<file path="config.mk">
export PLATFORM = sky130hd
export DESIGN_NAME = magic_header_frame_deframer
export DESIGN_NICKNAME = d
export VERILOG_FILES = /design/src/design/mhfd_pkg.sv /design/src/design/magic_header_frame_deframer.sv
export VERILOG_INCLUDE_DIRS = /design/src /design/src/design
export SDC_FILE = /design/constraint.sdc
export NUM_CORES = 1
export LEC_CHECK = 0
export BUFFER_PORTS_ARGS = -buffer_cell sky130_fd_sc_hd__buf_4
export CAP_MARGIN = 30
export CORE_MARGIN = 5
export CORE_UTILIZATION = 25
export DETAILED_ROUTE_END_ITERATION = 16
export GPL_TIMING_DRIVEN = 1
export MAX_ROUTING_LAYER = met4
export PLACE_DENSITY = 0.47
export SLEW_MARGIN = 20
export SYNTH_ARGS = -nofsm -noshare
export SYNTH_HDL_FRONTEND = slang
export SYNTH_SLANG_ARGS = --single-unit
</file>
<file path="constraint.sdc">
create_clock -name clk_i -period 8.49 [get_ports clk_i]
set_input_delay 1.698 -clock clk_i [delete_from_list [all_inputs] [get_ports clk_i]]
set_output_delay 1.698 -clock clk_i [all_outputs]
set_load 0.05 [all_outputs]
</file>
<file path="src/design/magic_header_frame_deframer_defines.svh">
// Assertion helpers for the frame deframer.
`ifndef MAGIC_HEADER_FRAME_DEFRAMER_DEFINES_SVH
`define MAGIC_HEADER_FRAME_DEFRAMER_DEFINES_SVH

// Same-cycle implication, checked out of reset.
`define MHFD_ASSERT_NOW(name, ante, cons, msg) \
  name: assert property (@(posedge clk_i) disable iff (!rst_ni) (ante) |-> (cons)) \
    else $error(msg);

// Next-cycle implication, checked out of reset.
`define MHFD_ASSERT_NEXT(name, ante, cons, msg) \
  name: assert property (@(posedge clk_i) disable iff (!rst_ni) (ante) |=> (cons)) \
    else $error(msg);

`endif

</file>
<file path="src/design/mhfd_pkg.sv">
package mhfd_pkg;

  // Fixed field widths of the stream and config ports
  localparam int unsigned BYTE_W      = 8;
  localparam int unsigned DIM_FIELD_W = 12;
  localparam int unsigned CFG_DATA_W  = 32;
  localparam int unsigned CFG_IDX_W   = 2;
  localparam int unsigned OUT_TDATA_W = BYTE_W + 2 * DIM_FIELD_W;

  // Reset value of both dimension limits
  localparam int unsigned DIM_LIMIT_RESET = 2000;

  typedef enum logic [CFG_IDX_W-1:0] {
    REG_FRAME_MAGIC = 2'd0,
    REG_MAX_WIDTH   = 2'd1,
    REG_MAX_HEIGHT  = 2'd2
  } reg_idx_e;

  typedef enum logic [1:0] {
    KIND_PAYLOAD = 2'd0,
    KIND_ACCEPT  = 2'd1,
    KIND_REJECT  = 2'd2,
    KIND_SLIP    = 2'd3
  } kind_e;

  typedef struct packed {
    kind_e                  kind;
    logic                   last;
    logic [DIM_FIELD_W-1:0] height;
    logic [DIM_FIELD_W-1:0] width;
    logic [BYTE_W-1:0]      data;
  } res_t;

endpackage

</file>
<file path="src/design/magic_header_frame_deframer.sv">
// Magic-word frame deframer. One stream byte is taken per beat on s_axis, one
// beat per clock while ready. While hunting, bytes shift into a header window;
// when HEADER_BYTES bytes are in, the first three little-endian words are
// read as magic, width and height. A wrong magic emits a slip event and the
// window slides one byte (the next byte is checked at once). A good magic with
// a zero or over-limit dimension emits a reject event and the header is
// dropped; otherwise an accept event is emitted and the next
// width*height*BYTES_PER_PIXEL bytes pass out as payload events, the final one
// with tlast. Header bytes that only fill the window emit nothing. All work
// for a byte is done in the cycle it is accepted, the longest path being the
// width*height*BYTES_PER_PIXEL product formed on the header's last byte. The
// result lands in an output register backed by a one-entry skid register, so
// while m_axis stalls s_axis keeps taking bytes until a second event beat is
// waiting, when s_axis_tready drops. Config writes take effect at once.
`include "magic_header_frame_deframer_defines.svh"

module magic_header_frame_deframer #(
  parameter int unsigned HEADER_BYTES    = 12,
  parameter int unsigned BYTES_PER_PIXEL = 3,
  parameter int unsigned DIM_BITS        = 12
) (
  input  logic                                 clk_i,
  input  logic                                 rst_ni,
  // config write port
  input  logic                                 cfg_we_i,
  input  logic [mhfd_pkg::CFG_IDX_W-1:0]       cfg_idx_i,
  input  logic [mhfd_pkg::CFG_DATA_W-1:0]      cfg_data_i,
  // input stream
  input  logic                                 s_axis_tvalid,
  output logic                                 s_axis_tready,
  input  logic [mhfd_pkg::BYTE_W-1:0]          s_axis_tdata,  // [7:0] in_byte
  // output stream
  output logic                                 m_axis_tvalid,
  input  logic                                 m_axis_tready,
  // [7:0] out_byte, [19:8] frame_width, [31:20] frame_height
  output logic [mhfd_pkg::OUT_TDATA_W-1:0]     m_axis_tdata,
  output logic [1:0]                           m_axis_tuser,  // [1:0] event_kind
  output logic                                 m_axis_tlast   // last
);
  import mhfd_pkg::*;

  // Limits keep only the bits both the 12-bit field and DIM_BITS allow
  localparam int unsigned LIM_W  = (DIM_BITS < DIM_FIELD_W) ? DIM_BITS : DIM_FIELD_W;
  localparam int unsigned LEFT_W = 2 * LIM_W + 2;
  localparam int unsigned FILL_W = $clog2(HEADER_BYTES);
  localparam int unsigned SR_N   = HEADER_BYTES - 1;
  localparam logic [FILL_W-1:0] FILL_FULL = FILL_W'(HEADER_BYTES - 1);
  localparam logic [LIM_W-1:0]  LIM_RESET = LIM_W'(DIM_LIMIT_RESET);

  // config registers
  logic [CFG_DATA_W-1:0] magic_q;
  logic [LIM_W-1:0]      max_w_q, max_h_q;

  // header hunt / payload state
  logic [BYTE_W-1:0] win_q [SR_N];   // oldest byte at index 0
  logic [FILL_W-1:0] fill_q;
  logic              pay_q;
  logic [LEFT_W-1:0] left_q;
  logic [LIM_W-1:0]  cur_w_q, cur_h_q;

  // output register and skid
  res_t out_q, skid_q;
  logic out_valid_q, skid_valid_q;

  logic in_acc, pop;
  assign s_axis_tready = !skid_valid_q;
  assign in_acc        = s_axis_tvalid && s_axis_tready;
  assign pop           = out_valid_q && m_axis_tready;

  // Full window as it stands with this beat's byte appended
  logic [BYTE_W-1:0] win_full [HEADER_BYTES];
  always_comb begin
    for (int i = 0; i < SR_N; i++) begin
      win_full[i] = win_q[i];
    end
    win_full[HEADER_BYTES-1] = s_axis_tdata;
  end

  logic [31:0] hdr_magic, hdr_w, hdr_h;
  assign hdr_magic = {win_full[3], win_full[2], win_full[1], win_full[0]};
  assign hdr_w     = {win_full[7], win_full[6], win_full[5], win_full[4]};
  assign hdr_h     = {win_full[11], win_full[10], win_full[9], win_full[8]};

  logic w_ok, h_ok, magic_ok, hdr_done;
  assign w_ok = (hdr_w != 32'd0) && (hdr_w[31:LIM_W] == '0) && (hdr_w[LIM_W-1:0] <= max_w_q);
  assign h_ok = (hdr_h != 32'd0) && (hdr_h[31:LIM_W] == '0) && (hdr_h[LIM_W-1:0] <= max_h_q);
  assign magic_ok = (hdr_magic == magic_q);
  assign hdr_done = (fill_q == FILL_FULL);

  logic [LEFT_W-1:0] frame_len;
  assign frame_len = LEFT_W'(hdr_w[LIM_W-1:0]) * LEFT_W'(hdr_h[LIM_W-1:0])
                   * LEFT_W'(BYTES_PER_PIXEL);

  // Per-beat decision
  logic              fin;
  logic              res_valid;
  res_t              res;
  logic [FILL_W-1:0] fill_d;
  logic              pay_d;
  logic [LEFT_W-1:0] left_d;
  logic [LIM_W-1:0]  cur_w_d, cur_h_d;

  assign fin = (left_q <= LEFT_W'(1));

  always_comb begin
    fill_d    = fill_q;
    pay_d     = pay_q;
    left_d    = left_q;
    cur_w_d   = cur_w_q;
    cur_h_d   = cur_h_q;
    res_valid = 1'b0;
    res.kind  = KIND_PAYLOAD;
    res.data  = '0;
    res.last  = 1'b0;
    if (pay_q) begin
      res_valid = 1'b1;
      res.data  = s_axis_tdata;
      res.last  = fin;
      left_d    = (left_q == '0) ? '0 : left_q - LEFT_W'(1);
      if (fin) begin
        pay_d  = 1'b0;
        fill_d = '0;
      end
    end else if (!hdr_done) begin
      fill_d = fill_q + FILL_W'(1);
    end else if (!magic_ok) begin
      // window slides: fill stays at one short of full
      res_valid = 1'b1;
      res.kind  = KIND_SLIP;
    end else begin
      res_valid = 1'b1;
      fill_d    = '0;
      if (w_ok && h_ok) begin
        res.kind = KIND_ACCEPT;
        cur_w_d  = hdr_w[LIM_W-1:0];
        cur_h_d  = hdr_h[LIM_W-1:0];
        left_d   = frame_len;
        pay_d    = 1'b1;
      end else begin
        res.kind = KIND_REJECT;
      end
    end
    res.width  = DIM_FIELD_W'(cur_w_d);
    res.height = DIM_FIELD_W'(cur_h_d);
  end

  always_ff @(posedge clk_i or negedge rst_ni) begin
    if (!rst_ni) begin
      magic_q      <= '0;
      max_w_q      <= LIM_RESET;
      max_h_q      <= LIM_RESET;
      fill_q       <= '0;
      pay_q        <= 1'b0;
      left_q       <= '0;
      cur_w_q      <= '0;
      cur_h_q      <= '0;
      out_q        <= '0;
      skid_q       <= '0;
      out_valid_q  <= 1'b0;
      skid_valid_q <= 1'b0;
    end else begin
      if (cfg_we_i) begin
        case (cfg_idx_i)
          REG_FRAME_MAGIC: magic_q <= cfg_data_i;
          REG_MAX_WIDTH:   max_w_q <= cfg_data_i[LIM_W-1:0];
          REG_MAX_HEIGHT:  max_h_q <= cfg_data_i[LIM_W-1:0];
          default: ;  // unmapped index: ignored
        endcase
      end
      if (in_acc) begin
        fill_q  <= fill_d;
        pay_q   <= pay_d;
        left_q  <= left_d;
        cur_w_q <= cur_w_d;
        cur_h_q <= cur_h_d;
      end
      // output register with one-entry skid
      if (skid_valid_q) begin
        if (pop) begin
          out_q        <= skid_q;
          skid_valid_q <= 1'b0;
        end
      end else if (in_acc && res_valid) begin
        if (!out_valid_q || pop) begin
          out_q       <= res;
          out_valid_q <= 1'b1;
        end else begin
          skid_q       <= res;
          skid_valid_q <= 1'b1;
        end
      end else if (pop) begin
        out_valid_q <= 1'b0;
      end
    end
  end

  // header window: plain shift line, no reset needed
  always_ff @(posedge clk_i) begin
    if (in_acc && !pay_q) begin
      for (int i = 0; i < SR_N - 1; i++) begin
        win_q[i] <= win_q[i+1];
      end
      win_q[SR_N-1] <= s_axis_tdata;
    end
  end

  assign m_axis_tvalid = out_valid_q;
  assign m_axis_tdata  = {out_q.height, out_q.width, out_q.data};
  assign m_axis_tuser  = out_q.kind;
  assign m_axis_tlast  = out_q.last;

  // skid only fills behind a held output beat
  `MHFD_ASSERT_NOW(a_skid_behind_out, skid_valid_q, out_valid_q, "skid full with output empty")
  // a running payload always has bytes left
  `MHFD_ASSERT_NOW(a_pay_has_left, pay_q, left_q != '0, "payload active with zero count")
  // the final payload byte ends the frame
  `MHFD_ASSERT_NEXT(a_last_ends_frame, in_acc && pay_q && (left_q == LEFT_W'(1)), !pay_q,
                    "payload did not end after last byte")

endmodule
</file>
## After elaboration in Yosys (flattened, before gate mapping)

Memory sizes are Yosys's and may differ from the RTL's.
Index checks and enable logic that the tools add are counted.

| operators by class | value |
|---|---|
| add/subtract/negate cells | 2 |
| multiply operators | 2 |
| $lt $le $gt $ge | 3 |
| equality and inequality tests | 8 |
| muxes and demuxes | 43 |
| bitwise logic cells | 2 |
| reduce and logical (&&, ||, !) cells | 33 |

Operators by type and width:

| cell | number |
|---|---|
| two-way mux 35 bit | 4 |
| two-way mux 26 bit | 5 |
| two-way mux 12 bit | 8 |
| nonzero test 32 bit | 2 |
| logical NOT 20 bit | 2 |
| equality test 32 bit | 1 |
| less-or-equal comparator 26 x 1 -> 1 bit (second input constant) | 1 |
| logical NOT 26 bit | 1 |
| multiplier 24 x 2 -> 26 bit (second input constant) | 1 |
| subtractor 26 x 1 -> 26 bit (second input constant) | 1 |
| less-or-equal comparator 12 bit | 2 |
| multiplier 12 x 12 -> 24 bit | 1 |
| two-way mux 1 bit | 17 |
| two-way mux 4 bit | 4 |
| AND reduction 3 bit | 4 |
| nonzero test 2 bit | 6 |
| logical AND 1 bit | 9 |
| two-way mux 2 bit | 4 |
| two-way mux 8 bit | 1 |
| inequality test 2 x 1 -> 1 bit (second input constant) | 3 |
| AND reduction 2 bit | 3 |
| adder 4 x 1 -> 4 bit (second input constant) | 1 |
| equality test 4 bit (second input constant) | 1 |
| AND reduction 4 bit | 1 |
| other kinds (7) | 10 |

| word-level totals | value |
|---|---|
| flip-flop bits (word level) | 183 |
| bits in writable memories | 88 |
| input bits | 47 |
| output and inout port bits | 37 |
| logic and storage cells | 114 |
| memories | 1 |

Memories:

| memory | words | bits a word | read ports | clocked after Yosys merged registers in | wr ports | line | RTL |
|---|---|---|---|---|---|---|---|
| win_q | 11 | 8 | 11 | 0 | 11 | magic_header_frame_deframer.sv:55 | `logic [BYTE_W-1:0] win_q [SR_N];` |

## Logic depth before layout (Yosys ltp)

Gate-level depths: netlist (run 1).

| logic depth | value |
|---|---|
| depth in word-level cells | 11 |
| mapped depth | 32 |
| gate-level depth less buffers | 30 |

## Least setup slack after synthesis (run 1)

Ideal clock, no wire load.

| timing | value |
|---|---|
| path type | register -> register |
| start point | memory win_q[8][3] |
| end point | register left_q[25] |
| library setup time | 133 ps |
| arrival time | 7,147 ps |
| required time | 8,357 ps |
| slack | 1,210 ps |
| cell stages (with the launch flop) | 30 |
| buffers on the path | 2 |
| period minus slack after synthesis | 7,280 ps |
| cells stage by stage | edfxtp_1 clkbuf_1 nand2_1 fa_1 fa_1 fa_1 inv_1 fa_1 inv_1 fa_1 inv_1 ha_1 a211oi_2 o211ai_2 a41oi_2 and2b_1 o21a_1 o21ai_0 nand2b_1 a21oi_1 xnor2_1 ha_1 clkbuf_1 a21o_1 a21oi_1 o21ai_0 o41ai_1 o31ai_2 a2111oi_0 nor2_1 |

RTL lines:

| element | line | RTL |
|---|---|---|
| start: declaration | magic_header_frame_deframer.sv:55 |  |
| end signal: assignment | magic_header_frame_deframer.sv:173 | `left_q <= left_d;` |
| end: declaration | magic_header_frame_deframer.sv:58 | `logic [LEFT_W-1:0] left_q;` |

==> run summary, run 1 <==
max_slew headroom: 29.3%
Post-Layout Inst Area: 20700 um2
Site Rows: 98
Async SR Flop Fraction: 67.5%
CTS tree: built
sequential fraction of the synthesis area: 40.5%
I/O pin total: 84
Post-CTS Setup Bufs: 0
max-slew violations: 0
Residual DRC: 0
Cell Area, Synth: 17900 um2
share of layout cells above drive strength 1: 14.9%
GRT met2 Usage: 18.9%
Avg WL per Cell: 16.4 um
Most used DFF post-synth: dfrtp_1
Required @ worst endpoint: 8.93 ns
CP Capture Type: flop
die width: 277 um
Max Root-Sink Buffers: 3
DR iter-0 viols: 678
hold_sp: win_q[5][7]
Area Overhead vs Synth: 16.1%
Reg-to-Reg End: left_q[25]
FF-to-FF path depth: 27
clk sinks: 271
end-of-flow core utilization: 29.1%
largest net degree at the start of global routing: 152
Synthesized Nets: 1986
RSZ-0062 raised after global routing: no
Gate Count Post-Synth: 1724
CP arrival: 8.29 ns
Hold Path End: win_q[4][7]
port bufs: 83
synth top area cells: dfrtp_1 (24%), edfxtp_1 (15%), fa_1 (11%)
Starting Density: 25.1%
CTS Buf Count: 30
final WL: 45400 um
number of synthesized register bits: 271
largest area contributor in the netlist: dfrtp_1
final weighted congestion in routability-driven placement: 0.842
Final ANT Viol Nets: 0
Worst Tran Pin Value: 1.06 ns
Core Footprint: 71100 um2
final setup fails: 0
period utilisation layout: 92.5%
Hold Violations, Final: 0
Root Driver: clkbuf_16
Hold Slack: 0.432 ns
GRT Util Overall: 11.9%
worst r2r src: win_q[8][3]
CP Launch Type: flop
Post-CTS Hold Buffers: 0
number of distinct library cells after synthesis: 80
clk slew on worst S/H paths: 0.06 ns
min Tclk post-route: 7.85 ns
total die area: 76900 um2
max-cap violations: 0
antenna violations before repair: 1
grt met3 use: 1.85%
dpl hpwl: 34200 um
Syn Area/Cell: 10.4 um2
nets@finish: 2057
met1 Use GR: 16.6%
crit path max fanout: 16
Worst-Skew Late Latency: 0.59 ns
R2R Setup Slk: 0.64 ns
most common cell in the netlist: nand2_1
CTS resizes: 0
Final Skew: 0.0250 ns
vias: 12541
grt total ovfl: 0
vias per std cell: 4.53
Post-synth EDFFs: 88
vias in the first global route: 12971
synth cell count leaders: nand2_1 (201), inv_1 (177), dfrtp_1 (171), o21ai_0 (120), ha_1 (114)
Most Crowded Layer GR: met2
global-route wire length before repair: 73400 um
dpl cell area: 19600 um2
hold depth: 0
kind of critical path: flop to flop
Ant. Diodes: 0
worst hold path class: flop to flop
YS warnings: 0
f_max: 127 MHz
Die Ht: 277 um
htree depth: 1
Fillers: 7382
share of the synthesized area in the top cell type: 24.0%
Pre-antenna DRT Iters: 5
setup TNS: 0 ns
status: complete, no violations
worst max path at each step:
stage                           start          to  slack [ns]  cells after the start
final                     win_q[8][3]  left_q[25]        0.64                     27
after floorplan           win_q[8][3]  left_q[25]        1.21                     29
after global routing      win_q[8][3]  left_q[25]        0.04                     27
after CTS                 win_q[8][3]  left_q[25]        0.59                     27
after detailed placement  win_q[8][3]  left_q[25]        0.67                     27
after global placement    win_q[8][3]  left_q[25]        0.76                     27
worst max-delay path, stage by stage (launching register included):
cell       delay, ns
edfxtp_1        0.71
nand2_1         0.17
fa_1            0.60
fa_1            0.46
fa_1            0.56
inv_1           0.05
fa_1            0.49
inv_1           0.06
fa_1            0.53
inv_1           0.04
ha_1            0.35
a211oi_2        0.26
o211ai_2        0.14
a41oi_2         0.34
and2b_1         0.23
o21a_1          0.17
o21ai_0         0.14
nand2b_1        0.07
a21oi_1         0.19
xnor2_1         0.12
ha_1            0.43
a21o_1          0.21
a21oi_1         0.13
o21ai_0         0.13
o41ai_1         0.50
o31ai_2         0.13
a2111oi_0       0.41
nor2_1          0.09
registers in the layout (all words and copies together), names as in the netlist, 2 cells and up:
name          cells
fill_q            4
max_w_q          12
magic_q          32
cur_h_q          12
m_axis_tuser      2
skid_q           35
max_h_q          12
m_axis_tdata     32
win_q            88
cur_w_q          12
left_q           26
kinds of logic after synthesis:
| kind of cell | Yosys count | synth area share, % |
|---|---|---|
| adder cells (fa/ha/maj) | 215 | 19.3 |
| buffers and inverters | 254 | 5.52 |
| flip-flops | 271 | 40.5 |
| multiplexers | 113 | 6.94 |
| AO/OA/AOI/OAI | 324 | 11.2 |
| AND/OR/NAND/NOR | 478 | 13.0 |
| XOR/XNOR | 69 | 3.47 |
routing by layer:
metal  vias up  part of all wire (%)
met3        50                   4.0
met2       227                    47
met4         0                   1.5
met5         -                     0
li1       6057                     -
met1      6207                    48
per-stage QoR:
| stage | std cells | setup WS (ns) |
|---|---|---|
| 6_report | 2769 | 0.641 |
| 5_1_grt | 2769 | 0.0388 |
| 4_1_cts | 2767 | 0.589 |
| 3_5_place_dp | 2711 | 0.665 |
| 3_3_place_gp | 2709 | 0.764 |
| 2_1_floorplan | 1724 | 1.21 |
placed cells by master, fill, tap and decap left out, types with 7 or more instances in the layout:
| cell type | n |
|---|---|
| edfxtp_1 | 88 |
| nand4_1 | 23 |
| mux2_2 | 66 |
| a21o_1 | 15 |
| and2_1 | 63 |
| clkbuf_16 | 31 |
| dfstp_2 | 12 |
| inv_1 | 177 |
| xnor2_1 | 60 |
| buf_4 | 109 |
| mux2_1 | 20 |
| ha_1 | 114 |
| a21oi_1 | 91 |
| nor3_1 | 18 |
| nor2b_1 | 7 |
| nor2_1 | 83 |
| fa_1 | 101 |
| o211ai_1 | 8 |
| nand2_1 | 200 |
| mux2i_1 | 27 |
| clkbuf_1 | 9 |
| a22o_1 | 9 |
| nor4_1 | 22 |
| o21ai_0 | 120 |
| nand3_1 | 14 |
| xor2_1 | 7 |
| dfrtp_1 | 171 |
layout make-up:
type,count,area (um2),area share [%]
clock inverters,13,196,0.948
multi-input cells,1199,9650,46.5
inverters,178,668,3.22
repair buffers,115,935,4.51
clock buffers,43,851,4.11
well taps,950,1190,5.74
flip-flops and latches,271,7240,34.9
Power of run 1 is not shown: default switching activity piles up to over one toggle a cycle in this logic, so the estimate is an artifact.
==> run 2, diff against run 1 <==
--- a/config.mk
+++ b/config.mk
@@ -6,6 +6,7 @@
 export SDC_FILE = /design/constraint.sdc
 export NUM_CORES = 1
 export LEC_CHECK = 0
+export ABC_AREA = 1
 export BUFFER_PORTS_ARGS = -buffer_cell sky130_fd_sc_hd__buf_4
 export CAP_MARGIN = 30
 export CORE_MARGIN = 5
@@ -14,7 +15,7 @@
 export GPL_TIMING_DRIVEN = 1
 export MAX_ROUTING_LAYER = met4
 export PLACE_DENSITY = 0.47
-export SLEW_MARGIN = 20
+export SLEW_MARGIN = 0
 export SYNTH_ARGS = -nofsm -noshare
 export SYNTH_HDL_FRONTEND = slang
 export SYNTH_SLANG_ARGS = --single-unit
==> run 2 against run 1 <==
  * Synthesized area grew 4.5%
  * Cell count grew 20%
  * Utilization shrank 0.30 points
  * Highest routed layer unchanged
==> run summary, run 2 <==
status: complete, no violations (unchanged)
Hold Violations, Final: 0 (unchanged)
clk sinks: 271 (unchanged)
vias in the first global route: 15046 (was 12971)
Synthesized Nets: 2535 (was 1986)
die width: 283 um (was 277 um)
static leakage: 0.0109 uW
Die Ht: 283 um (was 277 um)
flip-flop count of the largest register after layout: 88 (unchanged)
sequential fraction of the synthesis area: 38.8% (was 40.5%)
Final Skew: 0.0215 ns (was 0.0250 ns)
Area Overhead vs Synth: 14.6% (was 16.1%)
synth cell count leaders: nand2_1 (697), inv_1 (333), dfrtp_1 (171), nor2_1 (158), o21ai_0 (138) (was nand2_1 (201), inv_1 (177), dfrtp_1 (171), o21ai_0 (120), ha_1 (114))
Post-Synth XOR/XNOR Area: 3.00% (was 3.47%)
commonest non-fill, non-tap cells in the layout: nand2_1 (697), inv_1 (333), dfrtp_1 (171), nor2_1 (157), o21ai_0 (138) (was nand2_1 (200), inv_1 (177), dfrtp_1 (171), o21ai_0 (120), ha_1 (114))
Top reg by flops: win_q (unchanged)
Final ANT Viol Nets: 0 (unchanged)
vias: 14662 (was 12541)
CP Capture Type: flop (unchanged)
DR iter-0 viols: 902 (was 678)
kind of critical path: flop to flop (unchanged)
min Tclk post-route: 6.86 ns (was 7.85 ns)
htree depth: 1 (unchanged)
end-of-flow core utilization: 28.8% (was 29.1%)
YS warnings: 0 (unchanged)
Syn Area/Cell: 8.21 um2 (was 10.4 um2)
Final WS setup: 1.63 ns (was 0.641 ns)
Site Rows: 100 (was 98)
Post-Synth Simple-Gate Area: 22.8% (was 13.0%)
final WL: 50600 um (was 45400 um)
synth top area cells: dfrtp_1 (23%), edfxtp_1 (14%), nand2_1 (14%) (was dfrtp_1 (24%), edfxtp_1 (15%), fa_1 (11%))
setup TNS: 0 ns (unchanged)
final setup fails: 0 (unchanged)
Post-Layout Inst Area: 21400 um2 (was 20700 um2)
Pwr Density: 185 nW/um2
Post-CTS Setup Bufs: 0 (unchanged)
crit path max fanout: 16 (unchanged)
mux contribution to synthesized area: 1.09% (was 6.94%)
Most used DFF post-synth: dfrtp_1 (unchanged)
GRT Util Overall: 12.8% (was 11.9%)
largest area contributor in the netlist: dfrtp_1 (unchanged)
port bufs: 83 (unchanged)
area share of fa/ha/maj cells after synthesis: 18.5% (was 19.3%)
max_slew headroom: 30.4% (was 29.3%)
antenna violations before repair: 0 (was 1)
nets@finish: 2591 (was 2057)
Post-synth EDFFs: 88 (unchanged)
I/O pin total: 84 (unchanged)
Residual DRC: 0 (unchanged)
Final Non-Filler Cells: 3322 (was 2769)
Async SR Flop Fraction: 67.5% (unchanged)
number of distinct library cells after synthesis: 51 (was 80)
max-cap violations: 0 (unchanged)
Core Footprint: 74200 um2 (was 71100 um2)
Worst-Skew Late Latency: 0.59 ns (about the same)
number of synthesized register bits: 271 (unchanged)
share of the synthesized area in the top cell type: 22.9% (was 24.0%)
Avg WL per Cell: 15.2 um (was 16.4 um)
Cell Area, Synth: 18700 um2 (was 17900 um2)
RSZ-0062 raised after global routing: no (unchanged)
period utilisation layout: 80.8% (was 92.5%)
CTS tree: built (unchanged)
Worst Tran Pin Value: 1.04 ns (was 1.06 ns)
dpl cell area: 20300 um2 (was 19600 um2)
worst hold path class: flop to flop (unchanged)
total die area: 80200 um2 (was 76900 um2)
Ant. Diodes: 0 (unchanged)
vias per std cell: 4.41 (was 4.53)
largest net degree at the start of global routing: 132 (was 152)
most common cell after layout, fill and taps aside: nand2_1 (unchanged)
global-route wire length before repair: 82700 um (was 73400 um)
max-slew violations: 0 (unchanged)
dpl hpwl: 37100 um (was 34200 um)
Compound-Gate Fraction of Synth Area: 7.25% (was 11.2%)
Starting Density: 25.2% (was 25.1%)
most common cell in the netlist: nand2_1 (unchanged)
placed insts: 3264 (was 2711)
CTS resizes: 0 (unchanged)
Max Root-Sink Buffers: 3 (unchanged)
Post-CTS Hold Buffers: 0 (unchanged)
Pre-antenna DRT Iters: 5 (unchanged)
CP Launch Type: flop (unchanged)
f_max: 146 MHz (was 127 MHz)
final weighted congestion in routability-driven placement: 0.821 (was 0.842)
clk slew on worst S/H paths: 0.06 ns (about the same)
grt total ovfl: 0 (unchanged)
Top Registers: win_q (88), skid_q (35) (unchanged)
combinational family with the most area after synthesis: simple AND/OR/NAND/NOR gates (was adder cells)
CP arrival: 7.30 ns (was 8.29 ns)
Root Driver: clkbuf_16 (unchanged)
Gate Count Post-Synth: 2273 (was 1724)
share of layout cells above drive strength 1: 8.75% (was 14.9%)
CTS Buf Count: 30 (unchanged)
Required @ worst endpoint: 8.92 ns (was 8.93 ns)
Max VDD drop: 0.128 mV
worst slack, placed: 1.64 ns (was 0.665 ns)
## run 2: final cells by class
class	instances	area [um2]
inverters	341	1280
flip-flops and latches	271	7240
multi-input cells	1587	9840
fillers	7943	52800
well taps	969	1210
repair buffers	98	822
clock inverters	21	223
clock buffers	35	779
## run 2: critical path, cell delays in order, from the launching register on
cell,delay (ns)
edfxtp_1,0.81
nand2_1,0.17
fa_1,0.59
fa_1,0.47
fa_1,0.56
inv_1,0.06
fa_1,0.49
inv_1,0.06
fa_1,0.53
inv_1,0.05
ha_1,0.33
nand2_1,0.11
nor2_1,0.13
inv_1,0.06
o21ai_0,0.31
a31oi_1,0.18
xnor2_1,0.18
ha_1,0.38
nand2_1,0.14
nor4_1,0.41
nand4_1,0.14
nand3_1,0.13
a21oi_1,0.07
o21ai_0,0.06
o21ai_0,0.09
nand2_1,0.09
o21ai_0,0.09
## run 2: where the power goes
| group | total (uW) | internal [uW] | leakage (uW) | switching [uW] |
|---|---|---|---|---|
| sequential | 1630 | 1510 | 0.00313 | 112 |
| combinational | 1010 | 332 | 0.00725 | 678 |
| clock | 1330 | 756 | 0.000478 | 573 |
## run 2: per-stage QoR
step / hold slack (ns) / power (uW)
global route: 0.461 / 4210
detailed placement: 0.432 / 2670
global placement: 0.431 / 2650
floorplan: 0.427 / 2360
CTS: 0.449 / 4020
finish: 0.450 / 3960
## run 2: worst paths after layout
path	to	cells past startpoint	startpoint	slack (ns)
min	win_q[9][4]	0	win_q[10][4]	0.45
max reg2reg	left_q[20]	26	win_q[4][7]	1.63
max	left_q[20]	26	win_q[4][7]	1.63
max in group asynchronous	left_q[9]	2	rst_ni	6.07
min reg2reg	win_q[9][4]	0	win_q[10][4]	0.45
min in group asynchronous	magic_q[6]	1	rst_ni	1.08
## run 2: logic make-up after synthesis
logic type | Yosys count
and+or+nand+nor | 1033
buffers and inverters | 415
DFF | 271
AOI/OAI and AO/OA | 257
adders and majority gates | 215
xor gates and xnor gates | 64
muxes | 18
## run 2: per-layer routing
layer	track usage (%)	vias up	wire [um]
met5	-	-	0
met4	2.61	0	1020
li1	-	7272	-
met2	20.7	232	23400
met1	17.4	7092	24500
met3	1.64	66	1670
(Power assumes the default switching activity.)
